--- src/hw/rtl/ftprm_pkg.sv ---
// Shared types, constants and helpers for the five-tuple prefix rule matcher.
package ftprm_pkg;

   localparam int RULES_DEFAULT = 16;
   localparam int MAX_SLOTS     = 16;
   localparam int ADDR_W        = 32;
   localparam int PORT_W        = 16;
   localparam int PREFIX_W      = 6;
   localparam int HDR_W         = 4;
   localparam int PROTO_W       = 8;
   localparam int INDEX_W       = 4;
   localparam int KIND_W        = 2;

   localparam logic [PROTO_W-1:0]  TCP_PROTO     = 8'd6;
   localparam logic [HDR_W-1:0]    MIN_HDR_WORDS = 4'd5;
   localparam logic [PREFIX_W-1:0] FULL_PREFIX   = 6'd32;

   localparam logic [KIND_W-1:0] KIND_WRITTEN = 2'd0;
   localparam logic [KIND_W-1:0] KIND_MATCH   = 2'd1;
   localparam logic [KIND_W-1:0] KIND_NOMATCH = 2'd2;
   localparam logic [KIND_W-1:0] KIND_SKIPPED = 2'd3;

   typedef struct packed {
      logic [ADDR_W-1:0] src_addr;
      logic [ADDR_W-1:0] smask;
      logic [PORT_W-1:0] sport;
      logic [ADDR_W-1:0] dst_addr;
      logic [ADDR_W-1:0] dmask;
      logic [PORT_W-1:0] dport;
   } rule_type;

   typedef struct packed {
      logic              load_rule;
      logic              load_pkt;
      logic              issue;
      logic              pop;
      logic              out_load;
      logic [KIND_W-1:0] out_kind;
   } ftprm_cmd_type;

   typedef struct packed {
      logic is_packet;
      logic hdr_ok;
      logic scan_done;
      logic hits_any;
      logic hit_single;
      logic out_free;
   } ftprm_sts_type;

   // prefix 0 matches anything, anything above 32 is an exact compare
   function automatic logic [ADDR_W-1:0] prefix_mask(input logic [PREFIX_W-1:0] len);
      logic [PREFIX_W-1:0] n;
      n = (len > FULL_PREFIX) ? FULL_PREFIX : len;
      return ~({ADDR_W{1'b1}} >> n);
   endfunction

endpackage

--- src/hw/rtl/five_tuple_prefix_rule_matcher_unit.sv ---
// Top level of the five-tuple prefix rule matcher.
// Rule write or uninspected packet: one item, result registered in the cycle after accept.
// Inspected packet: one rule read and compared per cycle over min(RULES,16) rules,
// then a drain state, then one result per cycle while the output is not stalled.
// The next item is accepted only after the packet's last result has been registered.
// Reset clears state, valid bits and the result valid flag; rule contents are undefined until written.
module five_tuple_prefix_rule_matcher_unit import ftprm_pkg::*; #(
   parameter int RULES = RULES_DEFAULT
) (
   input  logic         clock,
   input  logic         reset,
   input  logic         req_tvalid,
   output logic         req_tready,
   // rule_index, rule_enable, src_addr, src_prefix, sport, dst_addr, dst_prefix,
   // dport, ip_header_words, protocol, tcp_header_words, zero pad
   input  logic [135:0] req_tdata,
   input  logic         req_tuser,  // mode
   output logic         rsp_tvalid,
   input  logic         rsp_tready,
   output logic [7:0]   rsp_tdata,  // match_index, zero pad
   output logic [1:0]   rsp_tuser,  // result_kind
   output logic         rsp_tlast   // last
);

   ftprm_cmd_type      cmd;
   ftprm_sts_type      sts;
   logic [INDEX_W-1:0] match_index;

   ftprm_ctrl u_ctrl (
      .clock      (clock),
      .reset      (reset),
      .req_tvalid (req_tvalid),
      .req_tready (req_tready),
      .sts        (sts),
      .cmd        (cmd)
   );

   ftprm_dpath #(
      .RULES (RULES)
   ) u_dpath (
      .clock            (clock),
      .reset            (reset),
      .cmd              (cmd),
      .sts              (sts),
      .mode             (req_tuser),
      .rule_index       (req_tdata[3:0]),
      .rule_enable      (req_tdata[4]),
      .src_addr         (req_tdata[36:5]),
      .src_prefix       (req_tdata[42:37]),
      .sport            (req_tdata[58:43]),
      .dst_addr         (req_tdata[90:59]),
      .dst_prefix       (req_tdata[96:91]),
      .dport            (req_tdata[112:97]),
      .ip_header_words  (req_tdata[116:113]),
      .protocol         (req_tdata[124:117]),
      .tcp_header_words (req_tdata[128:125]),
      .rsp_tvalid       (rsp_tvalid),
      .rsp_tready       (rsp_tready),
      .result_kind      (rsp_tuser),
      .match_index      (match_index),
      .last             (rsp_tlast)
   );

   assign rsp_tdata = {4'b0000, match_index};

endmodule

--- src/hw/rtl/ftprm_dpath.sv ---
// Datapath: rule memory, valid bits, packet registers, compare, hit vector, result register.
module ftprm_dpath import ftprm_pkg::*; #(
   parameter int RULES = RULES_DEFAULT
) (
   input  logic                clock,
   input  logic                reset,
   input  ftprm_cmd_type       cmd,
   output ftprm_sts_type       sts,
   input  logic                mode,
   input  logic [INDEX_W-1:0]  rule_index,
   input  logic                rule_enable,
   input  logic [ADDR_W-1:0]   src_addr,
   input  logic [PREFIX_W-1:0] src_prefix,
   input  logic [PORT_W-1:0]   sport,
   input  logic [ADDR_W-1:0]   dst_addr,
   input  logic [PREFIX_W-1:0] dst_prefix,
   input  logic [PORT_W-1:0]   dport,
   input  logic [HDR_W-1:0]    ip_header_words,
   input  logic [PROTO_W-1:0]  protocol,
   input  logic [HDR_W-1:0]    tcp_header_words,
   output logic                rsp_tvalid,
   input  logic                rsp_tready,
   output logic [KIND_W-1:0]   result_kind,
   output logic [INDEX_W-1:0]  match_index,
   output logic                last
);

   localparam int SLOTS = (RULES < MAX_SLOTS) ? RULES : MAX_SLOTS;
   localparam int IDX_W = (SLOTS > 1) ? $clog2(SLOTS) : 1;

   rule_type             rule_mem [SLOTS];
   rule_type             rd_rule_ff;
   logic                 rd_valid_ff;
   logic [SLOTS-1:0]     valid_ff;
   logic [IDX_W-1:0]     ptr_ff;
   logic [IDX_W-1:0]     cmp_idx_ff;
   logic                 cmp_en_ff;
   logic [SLOTS-1:0]     hits_ff;
   logic [SLOTS-1:0]     hits_in;
   logic [ADDR_W-1:0]    pkt_src_addr_ff;
   logic [PORT_W-1:0]    pkt_sport_ff;
   logic [ADDR_W-1:0]    pkt_dst_addr_ff;
   logic [PORT_W-1:0]    pkt_dport_ff;
   logic                 rsp_valid_ff;
   logic [KIND_W-1:0]    kind_ff;
   logic [INDEX_W-1:0]   index_ff;
   logic                 last_ff;
   logic                 wr_en;
   logic [IDX_W-1:0]     wr_addr;
   rule_type             wr_rule;
   logic                 match;
   logic [IDX_W-1:0]     low_idx;
   logic [SLOTS-1:0]     hits_rest;

   assign wr_en   = cmd.load_rule && ({1'b0, rule_index} < (INDEX_W + 1)'(SLOTS));
   assign wr_addr = rule_index[IDX_W-1:0];

   always_comb begin
      wr_rule.src_addr = src_addr;
      wr_rule.smask    = prefix_mask(src_prefix);
      wr_rule.sport    = sport;
      wr_rule.dst_addr = dst_addr;
      wr_rule.dmask    = prefix_mask(dst_prefix);
      wr_rule.dport    = dport;
   end

   always_ff @(posedge clock) begin
      if (wr_en) begin
         rule_mem[wr_addr] <= wr_rule;
      end
      if (cmd.issue) begin
         rd_rule_ff  <= rule_mem[ptr_ff];
         rd_valid_ff <= valid_ff[ptr_ff];
         cmp_idx_ff  <= ptr_ff;
      end
      if (cmd.load_pkt) begin
         pkt_src_addr_ff <= src_addr;
         pkt_sport_ff    <= sport;
         pkt_dst_addr_ff <= dst_addr;
         pkt_dport_ff    <= dport;
      end
      if (cmd.out_load) begin
         kind_ff  <= cmd.out_kind;
         index_ff <= (cmd.out_kind == KIND_MATCH) ? INDEX_W'(low_idx) : '0;
         last_ff  <= (cmd.out_kind == KIND_MATCH) ? sts.hit_single : 1'b1;
      end
   end

   always_ff @(posedge clock) begin
      if (reset) begin
         valid_ff     <= '0;
         ptr_ff       <= '0;
         cmp_en_ff    <= 1'b0;
         hits_ff      <= '0;
         rsp_valid_ff <= 1'b0;
      end else begin
         if (wr_en) begin
            valid_ff[wr_addr] <= rule_enable;
         end
         if (cmd.load_pkt) begin
            ptr_ff <= '0;
         end else if (cmd.issue) begin
            ptr_ff <= ptr_ff + IDX_W'(1);
         end
         cmp_en_ff <= cmd.issue;
         hits_ff   <= hits_in;
         if (cmd.out_load) begin
            rsp_valid_ff <= 1'b1;
         end else if (rsp_tready) begin
            rsp_valid_ff <= 1'b0;
         end
      end
   end

   assign match = rd_valid_ff
      && (((pkt_src_addr_ff ^ rd_rule_ff.src_addr) & rd_rule_ff.smask) == '0)
      && (pkt_sport_ff == rd_rule_ff.sport)
      && (((pkt_dst_addr_ff ^ rd_rule_ff.dst_addr) & rd_rule_ff.dmask) == '0)
      && (pkt_dport_ff == rd_rule_ff.dport);

   assign hits_rest = hits_ff & (hits_ff - SLOTS'(1));

   always_comb begin
      hits_in = hits_ff;
      if (cmd.load_pkt) begin
         hits_in = '0;
      end else if (cmp_en_ff) begin
         hits_in[cmp_idx_ff] = match;
      end else if (cmd.pop) begin
         hits_in = hits_rest;
      end
   end

   always_comb begin
      low_idx = '0;
      for (int i = SLOTS - 1; i >= 0; i--) begin
         if (hits_ff[i]) begin
            low_idx = IDX_W'(i);
         end
      end
   end

   always_comb begin
      sts.is_packet  = mode;
      sts.hdr_ok     = (ip_header_words >= MIN_HDR_WORDS) && (protocol == TCP_PROTO)
                       && (tcp_header_words >= MIN_HDR_WORDS);
      sts.scan_done  = (ptr_ff == IDX_W'(SLOTS - 1));
      sts.hits_any   = (hits_ff != '0);
      sts.hit_single = (hits_rest == '0);
      sts.out_free   = !rsp_valid_ff || rsp_tready;
   end

   assign rsp_tvalid  = rsp_valid_ff;
   assign result_kind = kind_ff;
   assign match_index = index_ff;
   assign last        = last_ff;

   a_pop_needs_hit: assert property (@(posedge clock) disable iff (reset)
      cmd.pop |-> (hits_ff != '0))
      else $error("pop with empty hit vector");

   a_pkt_clears_scan: assert property (@(posedge clock) disable iff (reset)
      cmd.load_pkt |=> ((hits_ff == '0) && (ptr_ff == '0)))
      else $error("scan state not cleared on packet load");

   a_no_overwrite: assert property (@(posedge clock) disable iff (reset)
      cmd.out_load |-> (!rsp_valid_ff || rsp_tready))
      else $error("result register overwritten");

endmodule

--- src/hw/rtl/ftprm_ctrl.sv ---
// Controller: sequences rule writes, packet scan and result emission.
module ftprm_ctrl import ftprm_pkg::*; (
   input  logic          clock,
   input  logic          reset,
   input  logic          req_tvalid,
   output logic          req_tready,
   input  ftprm_sts_type sts,
   output ftprm_cmd_type cmd
);

   localparam logic [1:0] S_IDLE  = 2'd0;
   localparam logic [1:0] S_SCAN  = 2'd1;
   localparam logic [1:0] S_DRAIN = 2'd2;
   localparam logic [1:0] S_EMIT  = 2'd3;

   logic [1:0] state_ff;
   logic [1:0] state_in;
   logic       accept;

   assign req_tready = (state_ff == S_IDLE) && sts.out_free;
   assign accept     = req_tvalid && req_tready;

   always_comb begin
      state_in     = state_ff;
      cmd          = '0;
      cmd.out_kind = KIND_WRITTEN;
      unique case (state_ff)
         S_IDLE: begin
            if (accept) begin
               if (!sts.is_packet) begin
                  cmd.load_rule = 1'b1;
                  cmd.out_load  = 1'b1;
                  cmd.out_kind  = KIND_WRITTEN;
               end else if (!sts.hdr_ok) begin
                  cmd.out_load  = 1'b1;
                  cmd.out_kind  = KIND_SKIPPED;
               end else begin
                  cmd.load_pkt  = 1'b1;
                  state_in      = S_SCAN;
               end
            end
         end
         S_SCAN: begin
            cmd.issue = 1'b1;
            if (sts.scan_done) begin
               state_in = S_DRAIN;
            end
         end
         S_DRAIN: begin
            state_in = S_EMIT;
         end
         S_EMIT: begin
            if (sts.out_free) begin
               cmd.out_load = 1'b1;
               if (!sts.hits_any) begin
                  cmd.out_kind = KIND_NOMATCH;
                  state_in     = S_IDLE;
               end else begin
                  cmd.out_kind = KIND_MATCH;
                  cmd.pop      = 1'b1;
                  if (sts.hit_single) begin
                     state_in = S_IDLE;
                  end
               end
            end
         end
         default: begin
            state_in = S_IDLE;
         end
      endcase
   end

   always_ff @(posedge clock) begin
      if (reset) begin
         state_ff <= S_IDLE;
      end else begin
         state_ff <= state_in;
      end
   end

   a_busy_not_ready: assert property (@(posedge clock) disable iff (reset)
      (state_ff != S_IDLE) |-> !req_tready)
      else $error("input taken while busy");

   a_drain_to_emit: assert property (@(posedge clock) disable iff (reset)
      (state_ff == S_DRAIN) |=> (state_ff == S_EMIT))
      else $error("drain not followed by emit");

   a_final_to_idle: assert property (@(posedge clock) disable iff (reset)
      ((state_ff == S_EMIT) && cmd.out_load && (!sts.hits_any || sts.hit_single))
      |=> (state_ff == S_IDLE))
      else $error("final result did not end the packet");

endmodule

--- config.mk ---
export PLATFORM = sky130hd
export DESIGN_NAME = five_tuple_prefix_rule_matcher_unit
export DESIGN_NICKNAME = d
export VERILOG_FILES = /design/src/hw/rtl/ftprm_pkg.sv /design/src/hw/rtl/five_tuple_prefix_rule_matcher_unit.sv /design/src/hw/rtl/ftprm_dpath.sv /design/src/hw/rtl/ftprm_ctrl.sv
export SDC_FILE = /design/constraint.sdc
export NUM_CORES = 2
export LEC_CHECK = 0
export CORE_ASPECT_RATIO = 0.8
export CORE_MARGIN = 2
export CORE_UTILIZATION = 38
export CTS_CLUSTER_DIAMETER = 80
export DETAILED_ROUTE_END_ITERATION = 10
export DONT_BUFFER_PORTS = 1
export PLACE_DENSITY_LB_ADDON = 0.2
export SETUP_SLACK_MARGIN = 0.4
export SLEW_MARGIN = 40
export SYNTH_ARGS = -nofsm -noshare
export SYNTH_HDL_FRONTEND = slang
export SYNTH_SLANG_ARGS = --single-unit
--- constraint.sdc ---
create_clock -name clock -period 22.2 [get_ports clock]
set_clock_uncertainty 0.2 [all_clocks]
set_input_delay 4.44 -clock clock [delete_from_list [all_inputs] [get_ports clock]]
set_output_delay 4.44 -clock clock [all_outputs]
set_load 0.1 [all_outputs]
==> reports/summary.txt <==
Clock transition at path regs: 0.06 ns
Critical Path AT: 5.18 ns
Power Total: 13.05 mW
CTS root buf: clkbuf_16
Layout fillers: 24032
reg2reg setup slack: 16.71 ns
Routed WL per cell: 30.20 um
delay-heaviest family, CP: simple AND/OR/NAND/NOR gates
sequential element share of the synthesized area: 79.24%
ANT nets after route: 0
crit-path max FO: 5
Setup crit end: req_tready
global route overflow: 0
Worst Hold Depth: 2
Critical Path RT: 17.56 ns
CP Capture Type: primary output
chip height: 481.2 um
peak supply drop: 0.06368 mV
DP Area: 113900 um2
placed cell count: 8152
main flop type after synthesis: edfxtp_1
worst setup path startpoint: rsp_tready
area grow syn2layout: 14.00%
FF-to-FF Start: u_ctrl.state_ff[1]
Final min period: 9.823 ns
gp weighted congestion: 0.7406
pre-CTS setup slack: 12.38 ns
GR peak layer: met2
CTS tree: done
vias in the first global route: 49752
Fin. Hold Viols: 0
Synth Instances: 4435
1st-iter DRT viols: 5074
first-pass GRT wire length: 374900 um
number of flops mapped to enable cells by yosys: 2828
RSZ-0062 raised after global routing: no
total vias in the final route: 48048
layout cells sized above 1: 28.82%
r2r endpoint: u_dpath.rule_mem[2][76]
clk sinks: 2868
fin crit share: 44.25%
post-route setup slack: 12.38 ns
cts repair resizes: 0
synthesized area: 108200 um2
initial core utilization: 38.12%
post-synthesis async set-or-reset flop share: 0%
Power Density: 105.8 nW/um2
met1 Track Usage GR: 26.85%
final setup TNS: 0 ns
CTS buffer count: 302
DRT Wirelength: 262300 um
M2 GR Usage: 28.08%
Cell Rows: 175
distinct cell type count after synthesis: 65
post-DR vias/cell: 5.532
Final setup viols: 0
largest net degree at the start of global routing: 110
final net count: 4802
worst-path cell chain: and2b_2, nor2_4
syn avg cell area: 24.39 um2
Crit path largest cell delay: 0.50 ns
clk buf depth: 4
Hold Buf Count CTS: 0
Setup CP Type: in -> out
Post-CTS Setup Inserts: 0
routing usage on met3: 3.075%
R2R depth: 10
Slew @ Worst Pin: 0.9439 ns
outcome: finished clean
htree depth: 5
max_slew headroom: 37.08%
drt pass-1 iters: 7
final instance area: 123300 um2
clock latency at the later pin of the worst-skew pair: 0.87 ns
Seq cells post-synth: 2868
die extent in x: 600.6 um
CP Depth: 2
max-slew violations: 0
Slowest cell on crit path: nor2_4
initial antenna violation count: 8
Worst setup SP type: primary input
non-filler cells, final: 8685
HP Class: reg -> reg
maxcap violations: 0
HPWL after DPL: 136000 um
DRC errors left: 0
Port Buffers: 0
GRT Util Overall: 18.01%
die area: 289000 um2
Core Area: 283800 um2
f_max: 0.1018 GHz
Crit path buffers/inverters: 0
io pins: 154
LEAKAGE: 36.52 nW
Synth Warn #: 0
## cells by family (layout without fill, tap and decap cells)
group                    after synthesis  after routing  synth area share [%]
flip-flops                          2868           2868                 79.24
multiplexers                         812            812                 16.82
buffers and inverters                250            690                0.9449
AND/OR/NAND/NOR                      231            231                 1.062
AO/OA/AOI/OAI                        180            180                 1.160
XOR/XNOR                              87             87                0.7043
adder cells (fa/ha/maj)                6              6               0.06708
other                                  1              6              0.003466
## where the power goes
group          switching (mW)  leakage [nW]  internal [mW]  total, mW
Sequential              0.116          25.6           6.18       6.29
Combinational           0.973          6.33          0.984       1.96
Clock                    2.04          4.54           2.76       4.80
## sequential cells by signal (all words and copies together) (netlist names)
register / flops
u_dpath.cmp_en_ff: 1
u_dpath.ptr_ff: 4
u_dpath.hits_ff: 16
u_dpath.last: 1
u_dpath.rd_valid_ff: 1
u_dpath.pkt_dst_addr_ff: 32
u_dpath.pkt_dport_ff: 16
u_dpath.result_kind: 2
u_dpath.match_index: 4
u_ctrl.state_ff: 2
u_dpath.cmp_idx_ff: 4
u_dpath.rule_mem: 2560
u_dpath.valid_ff: 16
u_dpath.rsp_tvalid: 1
u_dpath.pkt_src_addr_ff: 32
u_dpath.pkt_sport_ff: 16
u_dpath.rd_rule_ff: 160
## placed cells by master, fill, tap and decap left out, types with 5 or more instances in the layout
cell type / n
clkinv_2: 52
clkinvlp_4: 8
mux4_2: 805
buf_6: 39
buf_8: 5
buf_4: 56
o21ai_0: 30
nor3_1: 14
o21bai_2: 12
a22oi_1: 24
inv_1: 28
nor4_1: 7
a21oi_1: 25
edfxtp_1: 2828
nor2b_1: 9
nor2_1: 52
nand3_1: 22
inv_6: 9
nor2_4: 13
dfxtp_1: 35
buf_12: 21
nand2_1: 51
clkbuf_16: 313
buf_16: 13
mux2i_1: 7
o41ai_1: 16
xor2_1: 63
clkbuf_1: 66
a21o_1: 10
o22ai_1: 17
nand2b_1: 14
xnor2_1: 18
bufinv_16: 15
clkinv_1: 55
xor2_2: 6
nand4_1: 14
## stage by stage
step | hold WS [ns] | util, %
final | 0.2691 | 43.46
after CTS | 0.2692 | 43.42
after detailed placement | 0.2612 | 40.15
after global placement | 0.2610 | 39.88
after global routing | 0.2887 | 43.46
after floorplan | 0.2064 | -
## synth_stat cells (all sizes together) (4+ instances only)
cell type	number	area share (%)
edfxtp	2828	78
mux4	805	17
clkbuf	138	0.48
buf	84	0.37
xor2	69	0.56
nor2	66	0.23
nand2	51	0.18
dfxtp	40	0.74
o21ai	35	0.16
inv	28	0.097
a21oi	25	0.12
a22oi	24	0.17
nand3	22	0.10
nor3	19	0.093
o22ai	18	0.11
xnor2	18	0.15
o41ai	16	0.13
o21bai	15	0.10
nand2b	14	0.081
nand4	14	0.081
a21o	10	0.069
nor2b	9	0.052
nor4	9	0.058
mux2i	7	0.065
ha	5	0.058
a2111oi	4	0.038
and3	4	0.023
nand3b	4	0.028
o311ai	4	0.032
## routing by layer
| metal | part of all wire [%] | wire length, um |
|---|---|---|
| met2 | 47 | 122300 |
| met4 | 1.7 | 4477 |
| met3 | 5.7 | 14960 |
| met1 | 46 | 120600 |
| met5 | 0 | 0 |
## final cells by class
cell class	instances	area [um2]	area share (%)
diodes	2	5.005	0.004058
clock buffers	381	8108	6.574
clock inverters	145	1177	0.9547
inverters	28	105.1	0.08522
multi-input cells	1320	21700	17.60
flip-flops and latches	2868	85740	69.52
well taps	3805	4761	3.860
repair buffers	136	1732	1.404
## worst min path at each step
| stage | startpoint | end | slack, ns |
|---|---|---|---|
| finish | u_dpath.valid_ff[5] | u_dpath.valid_ff[5] | 0.27 |
| global route | u_dpath.valid_ff[6] | u_dpath.valid_ff[6] | 0.29 |
| CTS | u_dpath.valid_ff[5] | u_dpath.valid_ff[5] | 0.27 |
| detailed placement | u_dpath.valid_ff[5] | u_dpath.valid_ff[5] | 0.26 |
| global placement | u_dpath.valid_ff[10] | u_dpath.valid_ff[10] | 0.26 |
| floorplan | u_dpath.ptr_ff[3] | u_dpath.cmp_idx_ff[3] | 0.21 |
Power figures use the tool's default switching activity.
